===== src/design/ptse_pkg.sv =====
// -----------------------------------------------------------------------------
// Pulse tone synth package
// Types, constants and table builders shared by the synth modules.
// -----------------------------------------------------------------------------
package ptse_pkg;

  localparam int MAX_HARMONICS  = 128;
  localparam int COS_TABLE_BITS = 10;
  localparam int PHASE_BITS     = 32;

  localparam int QTR_BITS  = COS_TABLE_BITS - 2;
  localparam int QTR_SIZE  = 2 ** QTR_BITS;
  localparam int HARM_W    = $clog2(MAX_HARMONICS + 1);
  localparam int DIV_DVD_W = 40;
  localparam int DIV_DVS_W = 32;
  localparam int DIV_CNT_W = $clog2(DIV_DVD_W + 1);

  localparam logic [31:0] PHASE_MASK = ~((32'd1 << (32 - PHASE_BITS)) - 32'd1);

  localparam longint Q30_ONE         = 64'sd1073741824;
  localparam longint PI_HALF_Q30     = 64'sd1686629713;
  localparam longint TWO_OVER_PI_Q15 = 64'sd20861;
  localparam longint PW_PHASE        = 64'sd794568950;

  typedef struct packed {
    logic        action;
    logic [30:0] phase_step;
    logic [23:0] note_length;
  } in_t;

  typedef struct packed {
    logic signed [15:0] sample_out;
    logic               note_active;
    logic               note_last;
  } out_t;

  typedef struct packed {
    logic [15:0] attack_len;
    logic [15:0] release_len;
    logic [15:0] decay_level;
    logic [15:0] amplitude;
    logic [31:0] harmonic_limit_step;
  } cfg_t;

  typedef enum logic [2:0] {
    REG_ATTACK_LEN     = 3'd0,
    REG_RELEASE_LEN    = 3'd1,
    REG_DECAY_LEVEL    = 3'd2,
    REG_AMPLITUDE      = 3'd3,
    REG_HARMONIC_LIMIT = 3'd4
  } reg_idx_t;

  typedef struct packed {
    logic load;
    logic eval;
    logic hdiv_start;
    logic loop_start;
    logic gain;
    logic mult;
    logic emit;
  } cmd_t;

  typedef struct packed {
    logic playing;
    logic div_busy;
    logic loop_busy;
  } status_t;

  // cosine of a quarter-wave angle q/2^30 * pi/2, Q15
  function automatic longint quarter_cos(longint q);
    longint x;
    longint x2;
    longint t;
    x  = (q * PI_HALF_Q30) >>> 30;
    x2 = (x * x) >>> 30;
    t  = Q30_ONE - x2 / 90;
    t  = Q30_ONE - ((x2 * t) >>> 30) / 56;
    t  = Q30_ONE - ((x2 * t) >>> 30) / 30;
    t  = Q30_ONE - ((x2 * t) >>> 30) / 12;
    t  = Q30_ONE - ((x2 * t) >>> 30) / 2;
    if (t < 0) t = 0;
    return (t + 64'sd16384) >>> 15;
  endfunction

  // full-table cosine entry by quadrant folding
  function automatic longint cos_entry(longint idx);
    longint quad;
    longint low;
    longint sh;
    quad = idx >> QTR_BITS;
    low  = idx & longint'(QTR_SIZE - 1);
    sh   = 30 - QTR_BITS;
    case (quad)
      0:       return quarter_cos(low << sh);
      1:       return -quarter_cos((longint'(QTR_SIZE) - low) << sh);
      2:       return -quarter_cos(low << sh);
      default: return quarter_cos((longint'(QTR_SIZE) - low) << sh);
    endcase
  endfunction

  // numerator of harmonic coefficient k, before the divide by k
  function automatic longint coef_num(int k);
    longint p;
    p = (longint'(k) * PW_PHASE - Q30_ONE) & 64'sh0FFFFFFFF;
    return TWO_OVER_PI_Q15 * cos_entry(p >> (32 - COS_TABLE_BITS));
  endfunction

endpackage


===== src/design/ptse_ctrl.sv =====
// -----------------------------------------------------------------------------
// Pulse tone synth controller
// Sequences one word through divide, harmonic sum, gain and output.
// -----------------------------------------------------------------------------
module ptse_ctrl import ptse_pkg::*; (
  input  logic    clk,
  input  logic    rst,
  input  logic    in_valid,
  output logic    in_ready,
  output logic    out_valid,
  input  logic    out_ready,
  input  status_t status,
  output cmd_t    cmd
);

  typedef enum logic [6:0] {
    S_IDLE = 7'b0000001,
    S_EVAL = 7'b0000010,
    S_HDIV = 7'b0000100,
    S_LOOP = 7'b0001000,
    S_GAIN = 7'b0010000,
    S_MULT = 7'b0100000,
    S_DONE = 7'b1000000
  } state_t;

  state_t state;
  state_t state_next;

  always_comb begin
    cmd        = '0;
    state_next = state;
    unique case (state)
      S_IDLE: begin
        if (in_valid) begin
          cmd.load   = 1'b1;
          state_next = S_EVAL;
        end
      end
      S_EVAL: begin
        if (status.playing) begin
          cmd.eval       = 1'b1;
          cmd.hdiv_start = 1'b1;
          state_next     = S_HDIV;
        end else begin
          state_next = S_DONE;
        end
      end
      S_HDIV: begin
        if (!status.div_busy) begin
          cmd.loop_start = 1'b1;
          state_next     = S_LOOP;
        end
      end
      S_LOOP: begin
        if (!status.div_busy && !status.loop_busy) state_next = S_GAIN;
      end
      S_GAIN: begin
        cmd.gain   = 1'b1;
        state_next = S_MULT;
      end
      S_MULT: begin
        cmd.mult   = 1'b1;
        state_next = S_DONE;
      end
      S_DONE: begin
        // hold until the output register is free
        if (!out_valid || out_ready) begin
          cmd.emit   = 1'b1;
          state_next = S_IDLE;
        end
      end
      default: state_next = S_IDLE;
    endcase
  end

  always_ff @(posedge clk) begin
    if (rst) begin
      state     <= S_IDLE;
      out_valid <= 1'b0;
    end else begin
      state <= state_next;
      if (cmd.emit) begin
        out_valid <= 1'b1;
      end else if (out_ready) begin
        out_valid <= 1'b0;
      end
    end
  end

  assign in_ready = state == S_IDLE;

endmodule


===== config.mk =====
export PLATFORM = sky130hd
export DESIGN_NAME = ptse_ctrl
export DESIGN_NICKNAME = d
export VERILOG_FILES = /design/src/design/ptse_pkg.sv /design/src/design/ptse_ctrl.sv
export SDC_FILE = /design/constraint.sdc
export NUM_CORES = 1
export LEC_CHECK = 0
export BUFFER_PORTS_ARGS = -buffer_cell sky130_fd_sc_hd__buf_2
export CAP_MARGIN = 10
export CORE_AREA = 2 2 39 41
export DETAILED_ROUTE_END_ITERATION = 8
export DIE_AREA = 0 0 41 43
export PLACE_DENSITY = 0.65
export SLEW_MARGIN = 10
export SYNTH_ARGS = -nofsm -noshare
export SYNTH_HDL_FRONTEND = slang
export SYNTH_SLANG_ARGS = --single-unit

===== constraint.sdc =====
create_clock -name clk -period 1.3 [get_ports clk]
set_input_delay 0 -clock clk [delete_from_list [all_inputs] [get_ports clk]]
set_output_delay 0 -clock clk [all_outputs]
set_load 0.1 [all_outputs]

======== Yosys cells after proc, flatten, opt, wreduce, memory -nomap -nowiden ========
Cells that the tools add are included.
operators by class
  muxes and demuxes ....................... 18
  shift-type cells ........................ 0
  reductions and logical operators ........ 7
  bitwise gates (word level) .............. 0
  add/subtract/negate cells ............... 0
  $mul .................................... 0
  $lt $le $gt $ge ......................... 0
  equality and inequality tests ........... 11
  div/mod/pow operators ................... 0
operators by type and width
  operator                                        count
  case mux 7 bit (7 select lines)                 1
  two-way mux 7 bit                               5
  two-way mux 1 bit                               10
  inequality test 2 bit (second input constant)   4
  == test 7 x 1 -> 1 bit (second input constant)  1
  == test 7 x 2 -> 1 bit (second input constant)  1
  == test 7 x 3 -> 1 bit (second input constant)  1
  == test 7 x 4 -> 1 bit (second input constant)  1
  == test 7 x 5 -> 1 bit (second input constant)  1
  == test 7 x 6 -> 1 bit (second input constant)  1
  == test 7 bit (second input constant)           1
  two-way mux 2 bit                               2
  AND reduction 4 bit                             1
  zero test 1 bit                                 3
  nonzero test 2 bit                              1
  logical AND 1 bit                               1
  logical OR 1 bit                                1
word-level totals
  bits in writable memories ............... 0
  memories kept ........................... 0
  logic and storage cells ................. 38
  ROM bits ................................ 0
  latch bits .............................. 0
  output and inout port bits .............. 9
  bits in registers ....................... 8

======== Logic depth before layout (Yosys ltp) ========
Gate-level depths: netlist of the first run.
  word-level depth ........................ 5
  mapped depth ............................ 6

======== Worst setup path before layout of the first run ========
Ideal clock, no wire load.
  kind .................................... register -> output
  start point ............................. register state[4]
  end point ............................... output port cmd[0] in the netlist's numbering
  path slack .............................. -0.992 ns
  path buffers ............................ 0
  data required time ...................... 1.300 ns
  cell stages (with the launch flop) ...... 5
  data arrival time ....................... 2.292 ns
  path through ............................ dfxtp_1 -> or3_4 -> nor3_1 -> nand3b_1 -> nor2_1
RTL lines
  item                    RTL line         RTL
  from (decl)             ptse_ctrl.sv:26  state_t state;
  from (signal assigned)  ptse_ctrl.sv:81  state <= state_next;
  to (decl)               ptse_ctrl.sv:13  output cmd_t cmd

==> run metrics, run 1 <==
Routed Antenna Nets=0; setup_tns=-3.62 ns; clock sink count=8; Final HPWL DP=approximately 1.1 mm; CTS buffer count=3; Mapped Nets=66; post-synthesis adder-cell area fraction=0%; P_int=~0.53 mW; sequential group share of total power=a little under a third; worst-path cell chain=or3_4, or3_4, nor4b_4, buf_12; Total Wirelength=~1.7 mm; most frequent CP cell=or3_4; vias in the first global route=roughly 600; die width=41 um; Die ar.=about 1800 um^2; slowest stage delay, CP=0.39 ns; FP Rows=14; WP buf/inv=1; synthesized cell area=roughly 510 um^2; Port Buffers=15; Antenna Cells=0; Synth Area in Simple Gates=between 40% and 50%; fin cells=between 100 and 150; global route total overflow=0; CTS tree=built; Max-Cap Viols=0; status=finished with violations; drt pass-1 iters=4; Clock Skew=~0.012 ns; Initial Util=between 30% and 40%; max_slew headroom=approximately two thirds; largest net degree at the start of global routing=7; initial antenna violation count=0; GRT Overall Usage=between 20 and 25%; clk slew on worst S/H paths=roughly 0.050 ns; Fin. Hold Viols=0; Syn Area/Cell=8.67 um^2; Final Critical Period=1.81 ns; Root Driver=clkbuf_4; EDFF count, synth=0; DRC Markers=0; Placed Cells=100; Worst-Margin Slew=a little under 0.5 ns; routability cong.=approximately 0.8; Clock Latency Late Sink=0.27 ns; type of origin of the critical path=flip-flop; synthesized flop and latch total=8; Mapped Cells=59; Final WS setup=-0.512 ns; drt wl/cell=14.9 um; Worst Path Max Fanout=2; H-tree Lvls=1; sequential area share after synthesis=a little under a third; clock share of power=roughly a quarter; area grow syn2layout=109%; most common cell after layout, fill and taps aside=buf_4; Synth Area in XOR/XNOR=1.71%; Pleak=0.432 nW; RSZ-0062 raised after global routing=true; Slew Viols, Final=0; sw power=between 0.2 and 0.3 mW; Required @ worst endpoint=roughly 1.3 ns; I/O pins=16; most frequent cells in the layout=buf_4, buf_12, buf_2; FFs w/ async S/R, synth=0%; CP Capture Type=primary output; YS warnings=0; post-synthesis mux area share=0%; Final nets=109; vias per inst=5.27; die height=roughly 43 um; maximum resistive drop on vdd=572 uV; logic gate share of total power=between 40% and 50%; ys flop type=dfxtp_1; Hold WC Path Type=in2reg; cell area power density=roughly 750 nW/um^2; family with the most delay on the worst path=simple AND/OR/NAND/NOR gates; share of cells above drive strength 1=a little over two thirds; final setup vio count=15; WS Path Type=reg2out; worst-case clock buffer depth=2; Compound-Gate Fraction of Synth Area=a little under an eighth; CP max-delay cell=or3_4; DR iter-0 viols=7; first-pass GRT wire length=between 2 and 3 mm; violated checks=setup timing; largest family of logic cells by synthesized area=simple AND/OR/NAND/NOR gates; post-synthesis cell type count=29; Sw Share=about a third; WP data arrival=between 1.5 and 2 ns; vias=between 600 and 700; total core area=~1400 um^2; fin crit share=139%; Max Clk Rate=552 MHz
==> worst paths after layout <==
| check | endpoint | slack, ns | startpoint | cells after the start |
|---|---|---|---|---|
| setup / recovery | cmd[3] | -0.51 | state[4] | 4 |
| setup reg to reg | out_valid | -0.37 | state[4] | 8 |
| hold / removal | state[4] | 0.01 | status[0] | 3 |
| hold reg to reg | state[4] | 0.65 | state[3] | 2 |
==> cell usage after synthesis (2+ instances only) <==
library cell | instances | area [um^2]
dfxtp_1 | 8 | 160
nor2_1 | 8 | 30.0
inv_1 | 5 | 18.8
nor3_1 | 5 | 25.0
a21oi_1 | 3 | 15.0
buf_2 | 3 | 15.0
and3_1 | 2 | 12.5
nand3b_1 | 2 | 15.0
nor3b_1 | 2 | 15.0
or3_4 | 2 | 22.5
==> layer usage <==
metal,track usage (%),part of all wire [%],vias up
met3,6.28,4.3,5
met1,27.8,42,296
li1,-,-,297
met4,12.0,1.9,0
met5,0,0,-
met2,35.0,52,19
==> power by group through the flow <==
stage / Clock (mW) / Sequential, mW / Combinational [mW]
2_1_floorplan: 0 / 0.266 / 0.188
3_3_place_gp: 0 / 0.263 / 0.270
3_5_place_dp: 0 / 0.263 / 0.273
4_1_cts: 0.221 / 0.255 / 0.321
5_1_grt: 0.231 / 0.256 / 0.349
6_report: 0.214 / 0.256 / 0.335
==> metrics by stage <==
step           hold WS [ns]  area, um^2  total power, mW  util (%)  setup slack [ns]
6_report             0.0129        1070            0.804      77.4            -0.512
5_1_grt              0.0179        1070            0.836      77.4            -0.537
4_1_cts             0.00738        1050            0.797      75.9            -0.497
3_5_place_dp          0.259         873            0.536      63.1            -0.232
3_3_place_gp          0.265         873            0.532      63.1            -0.205
2_1_floorplan        0.0594         597            0.454         -            -0.822
==> worst register-to-register path, stage by stage (launching register included) <==
cell and delay (ns):
dfxtp_2 0.32, or3_4 0.39, buf_4 0.16, nor3_4 0.14, nand3b_1 0.13, buf_4 0.15, buf_4 0.12, buf_4 0.12
a21oi_2 0.09
==> kinds of logic after synthesis <==
logic type / after synthesis
AO/OA/AOI/OAI: 9
XOR/XNOR: 1
buffers and inverters: 9
flip-flops: 8
AND/OR/NAND/NOR: 32
==> final cells by class <==
class	instances	area [um^2]
Sequential cell	8	171
Timing Repair Buffer	42	428
Multi-Input combinational cell	42	399
Inverter	5	26.3
Clock buffer	4	26.3
Fill cell	93	313
Tap cell	16	20.0
==> state kept, by name, summed over array words and instances, names as in the netlist <==
register and count:
state 7, out_valid 1
==> repair_timing <==
action,CTS,global route
endpoints found under the hold margin,1,0
hold buffers,1,0
pin swaps,12,6
buffers inserted,11,1
gates resized for setup,14,3
endpoints found under the setup margin,14,16
Note: power is estimated with default switching activity, not from simulation.
==> inputs of run 2 (changes only) <==
--- a/config.mk
+++ b/config.mk
@@ -5,12 +5,12 @@
 export SDC_FILE = /design/constraint.sdc
 export NUM_CORES = 1
 export LEC_CHECK = 0
+export ABC_AREA = 1
 export BUFFER_PORTS_ARGS = -buffer_cell sky130_fd_sc_hd__buf_2
 export CAP_MARGIN = 10
 export CORE_AREA = 2 2 39 41
 export DETAILED_ROUTE_END_ITERATION = 8
 export DIE_AREA = 0 0 41 43
-export PLACE_DENSITY = 0.65
 export SLEW_MARGIN = 10
 export SYNTH_ARGS = -nofsm -noshare
 export SYNTH_HDL_FRONTEND = slang
==> run 2 against run 1 <==
Effect of this change:
- the run still ends with setup timing left
- clock-buffer cell count stayed put
- clock power rose by 2%
- critical path type is now reg2reg
- clock skew fell by 0.0010 ns
- setup slack better by 0.33 ns
- largest power group unchanged
- flip-flop and latch count unchanged
- global-route usage decreased by 4.8 points
==> run metrics, run 2 <==
status=finished with violations (unchanged); violated checks=setup timing (unchanged); drt wl/cell=11.2 um (was 14.9 um); vias in the first global route=507 (was 599); most frequent cell after synthesis=inv_1; most flop-heavy register=state (unchanged); met1 Usage GRT=24.4% (was 27.8%); YS warnings=0 (unchanged); R2R Setup Slk=-0.19 ns (was -0.37 ns); Pleak=0.475 nW (was 0.432 nW); largest family of logic cells by synthesized area=simple AND/OR/NAND/NOR gates (unchanged); hold worst-path end=state[2] (was state[4]); GR peak layer=met1 (was met2); share of cells above drive strength 1=67.3% (was 70.3%); Worst Path Max Fanout=3 (was 2); area grow syn2layout=112% (was 109%); Final nets=121 (was 109); Antenna Cells=0 (unchanged); WS Path Type=reg2reg (was reg2out); most frequent cells in the layout=buf_4, nor2_4, inv_1 (was buf_4, buf_12, buf_2); max_slew headroom=67.8% (was 67.9%); Worst R2R Start=state[0] (was state[4]); CTS tree=built (unchanged); worst r2r path cells=12 (was 8); I/O pins=16 (unchanged); Max-Cap Viols=0 (unchanged); Required @ worst endpoint=1.44 ns (was 1.30 ns); global route total overflow=0 (unchanged); post-synthesis adder-cell area fraction=0% (unchanged); Final Critical Period=1.49 ns (was 1.81 ns); Fin. Hold Viols=0 (unchanged); worst-path cell chain=nor2_4, nand2_2, nor2_4, buf_4, buf_6, buf_6, buf_6, nand2_4, nand2_4, nor2_4, nand2_1, nand3_2 (was or3_4, or3_4, nor4b_4, buf_12); CP max-delay cell=dfxtp_4 (was or3_4); largest net degree at the start of global routing=7 (unchanged); vias per inst=4.72 (was 5.27); routability cong.=0.833 (was 0.788); Max Clk Rate=673 MHz (was 552 MHz); synthesized cell area=477 um^2 (was 512 um^2); clock sink count=8 (unchanged); Syn Area/Cell=6.11 um^2 (was 8.67 um^2); Clock Skew=0.0113 ns (was 0.0123 ns); DRC Markers=0 (unchanged); Slew Viols, Final=0 (unchanged); Hold WC Path Type=in2reg (unchanged); Port Buffers=15 (unchanged); final setup vio count=7 (was 15); fin crit share=114% (was 139%); Final WS setup=-0.186 ns (was -0.512 ns); maximum resistive drop on vdd=614 uV (was 572 uV); Total Wirelength=1.45 mm (was 1.75 mm); max reg flops=7 (unchanged); GRT Overall Usage=18.1% (was 22.9%); post-synthesis mux area share=0% (unchanged); Mapped Cells=78 (was 59); first-pass GRT wire length=2.09 mm (was 2.59 mm); Mapped Nets=85 (was 66); WP data arrival=1.62 ns (was 1.81 ns); post-synth top area cell=dfxtp_1 (unchanged); fin area=1010 um^2 (was 1070 um^2); worst-case clock buffer depth=2 (unchanged); drt pass-1 iters=4 (unchanged); Synth Area in XOR/XNOR=0% (was 1.71%); clk slew on worst S/H paths=0.05 ns (about the same); min-delay src=status[1] (was status[0]); FFs w/ async S/R, synth=0% (unchanged); total core area=1380 um^2 (unchanged); slowest stage delay, CP=0.35 ns (was 0.39 ns); Synth top area share=33.6% (was 31.3%); met3 Use GR=4.71% (was 6.28%); Die ar.=1760 um^2 (unchanged); worst hold path depth=3 (unchanged); CP Capture Type=flip-flop (was primary output); type of origin of the critical path=flip-flop (unchanged); leading cell types by count after synthesis=inv_1, nand2_1, nor2_1 (was dfxtp_1, nor2_1, inv_1, nor3_1); Worst-Margin Slew=0.487 ns (was 0.484 ns); post-synthesis cell type count=16 (was 29); Compound-Gate Fraction of Synth Area=5.51% (was 11.7%); FP Rows=14 (unchanged); met2 GRT Util=24.4% (was 35.0%); Routed Antenna Nets=0 (unchanged); final hold slack=0.0414 ns (was 0.0129 ns); DR iter-0 viols=15 (was 7); vias=609 (was 617); Synth Area in Simple Gates=45.1% (was 47.2%); Register Area=178 um^2 (was 171 um^2); # fillers=100 (was 93); area post-placement=749 um^2 (was 873 um^2); Root Driver=clkbuf_4 (unchanged); top cells by area, synth=dfxtp_1, inv_1, nand2_1, nor2_1, nand3_1 (was dfxtp_1, nor2_1, nor3_1, nor4b_4, or3_4); RSZ-0062 raised after global routing=true (unchanged); initial antenna violation count=0 (unchanged); EDFF count, synth=0 (unchanged); sequential area share after synthesis=33.6% (was 31.3%); multi-input logic area=377 um^2 (was 399 um^2); H-tree Lvls=1 (unchanged); cell area power density=762 nW/um^2 (was 751 nW/um^2); Final HPWL DP=836 um (was 1.10 mm); Initial Util=34.4% (was 37.0%); most common cell after layout, fill and taps aside=buf_4 (unchanged); ys flop type=dfxtp_1 (unchanged); r2r endpoint=state[0] (was out_valid); synthesized flop and latch total=8 (unchanged); biggest regs=state x7, out_valid x1 (unchanged); die width=41 um (unchanged); CTS buffer count=3 (unchanged); Clock Latency Late Sink=0.27 ns (about the same); die height=43 um (unchanged)
## run 2: cell type report
cell class | count | share of cell area, %
inverters | 18 | 7.42
clock buffers | 4 | 2.60
repair buffers | 32 | 33.3
flip-flops and latches | 8 | 17.6
multi-input cells | 51 | 37.2
well taps | 16 | 1.98
## run 2: cell families after synthesis
kind of cell	after synthesis
AOI/OAI and AO/OA	4
buffers and inverters	19
and+or+nand+nor	47
DFF	8
## run 2: power breakdown
| part | leakage (nW) | internal, mW | switching (mW) |
|---|---|---|---|
| sequential | 0.0691 | 0.251 | 0.00870 |
| combinational | 0.391 | 0.111 | 0.183 |
| clock | 0.0150 | 0.118 | 0.100 |
## run 2: how the worst max path moves through the flow
stage	from	to	slack [ns]	cells past startpoint
after floorplan	state[3]	state[0]	-0.17	8
after global placement	state[6]	cmd[3]	0.06	7
after detailed placement	state[6]	cmd[3]	0.04	7
after CTS	state[0]	cmd[3]	-0.14	7
after global routing	state[1]	state[0]	-0.27	12
final	state[0]	state[0]	-0.19	12
## run 2: what timing repair did
action / CTS / global route
hold endpoints to repair: 3 / 0
buffers inserted: 6 / 9
endpoints found under the setup margin: 6 / 10
gates cloned: 0 / 0
gates resized for setup: 9 / 27
pin swaps: 3 / 12
hold buffers: 1 / 0
## run 2: critical path, delay by kind of cell (launching register included)
kind,cells,cell delay (ns)
DFF,1,0.35
and+or+nand+nor,8,0.63
buffers and inverters,4,0.38
## run 2: metrics by stage
| step | cells | setup TNS [ns] | utilization [%] | worst slack (ns) | total power, mW |
|---|---|---|---|---|---|
| 6_report | 129 | -0.751 | 73.1 | -0.186 | 0.771 |
| 2_1_floorplan | 78 | -0.584 | - | -0.167 | 0.418 |
| 4_1_cts | 120 | -0.339 | 61.7 | -0.143 | 0.714 |
| 5_1_grt | 129 | -1.41 | 73.1 | -0.268 | 0.805 |
| 3_3_place_gp | 109 | 0 | 54.2 | 0.0595 | 0.491 |
| 3_5_place_dp | 109 | 0 | 54.2 | 0.0433 | 0.490 |
## run 2: metal layers
layer	share of wire (%)	vias to the layer above
met3	4.4	6
met1	39	272
met4	3.2	0
li1	-	311
met5	0	-
met2	53	20
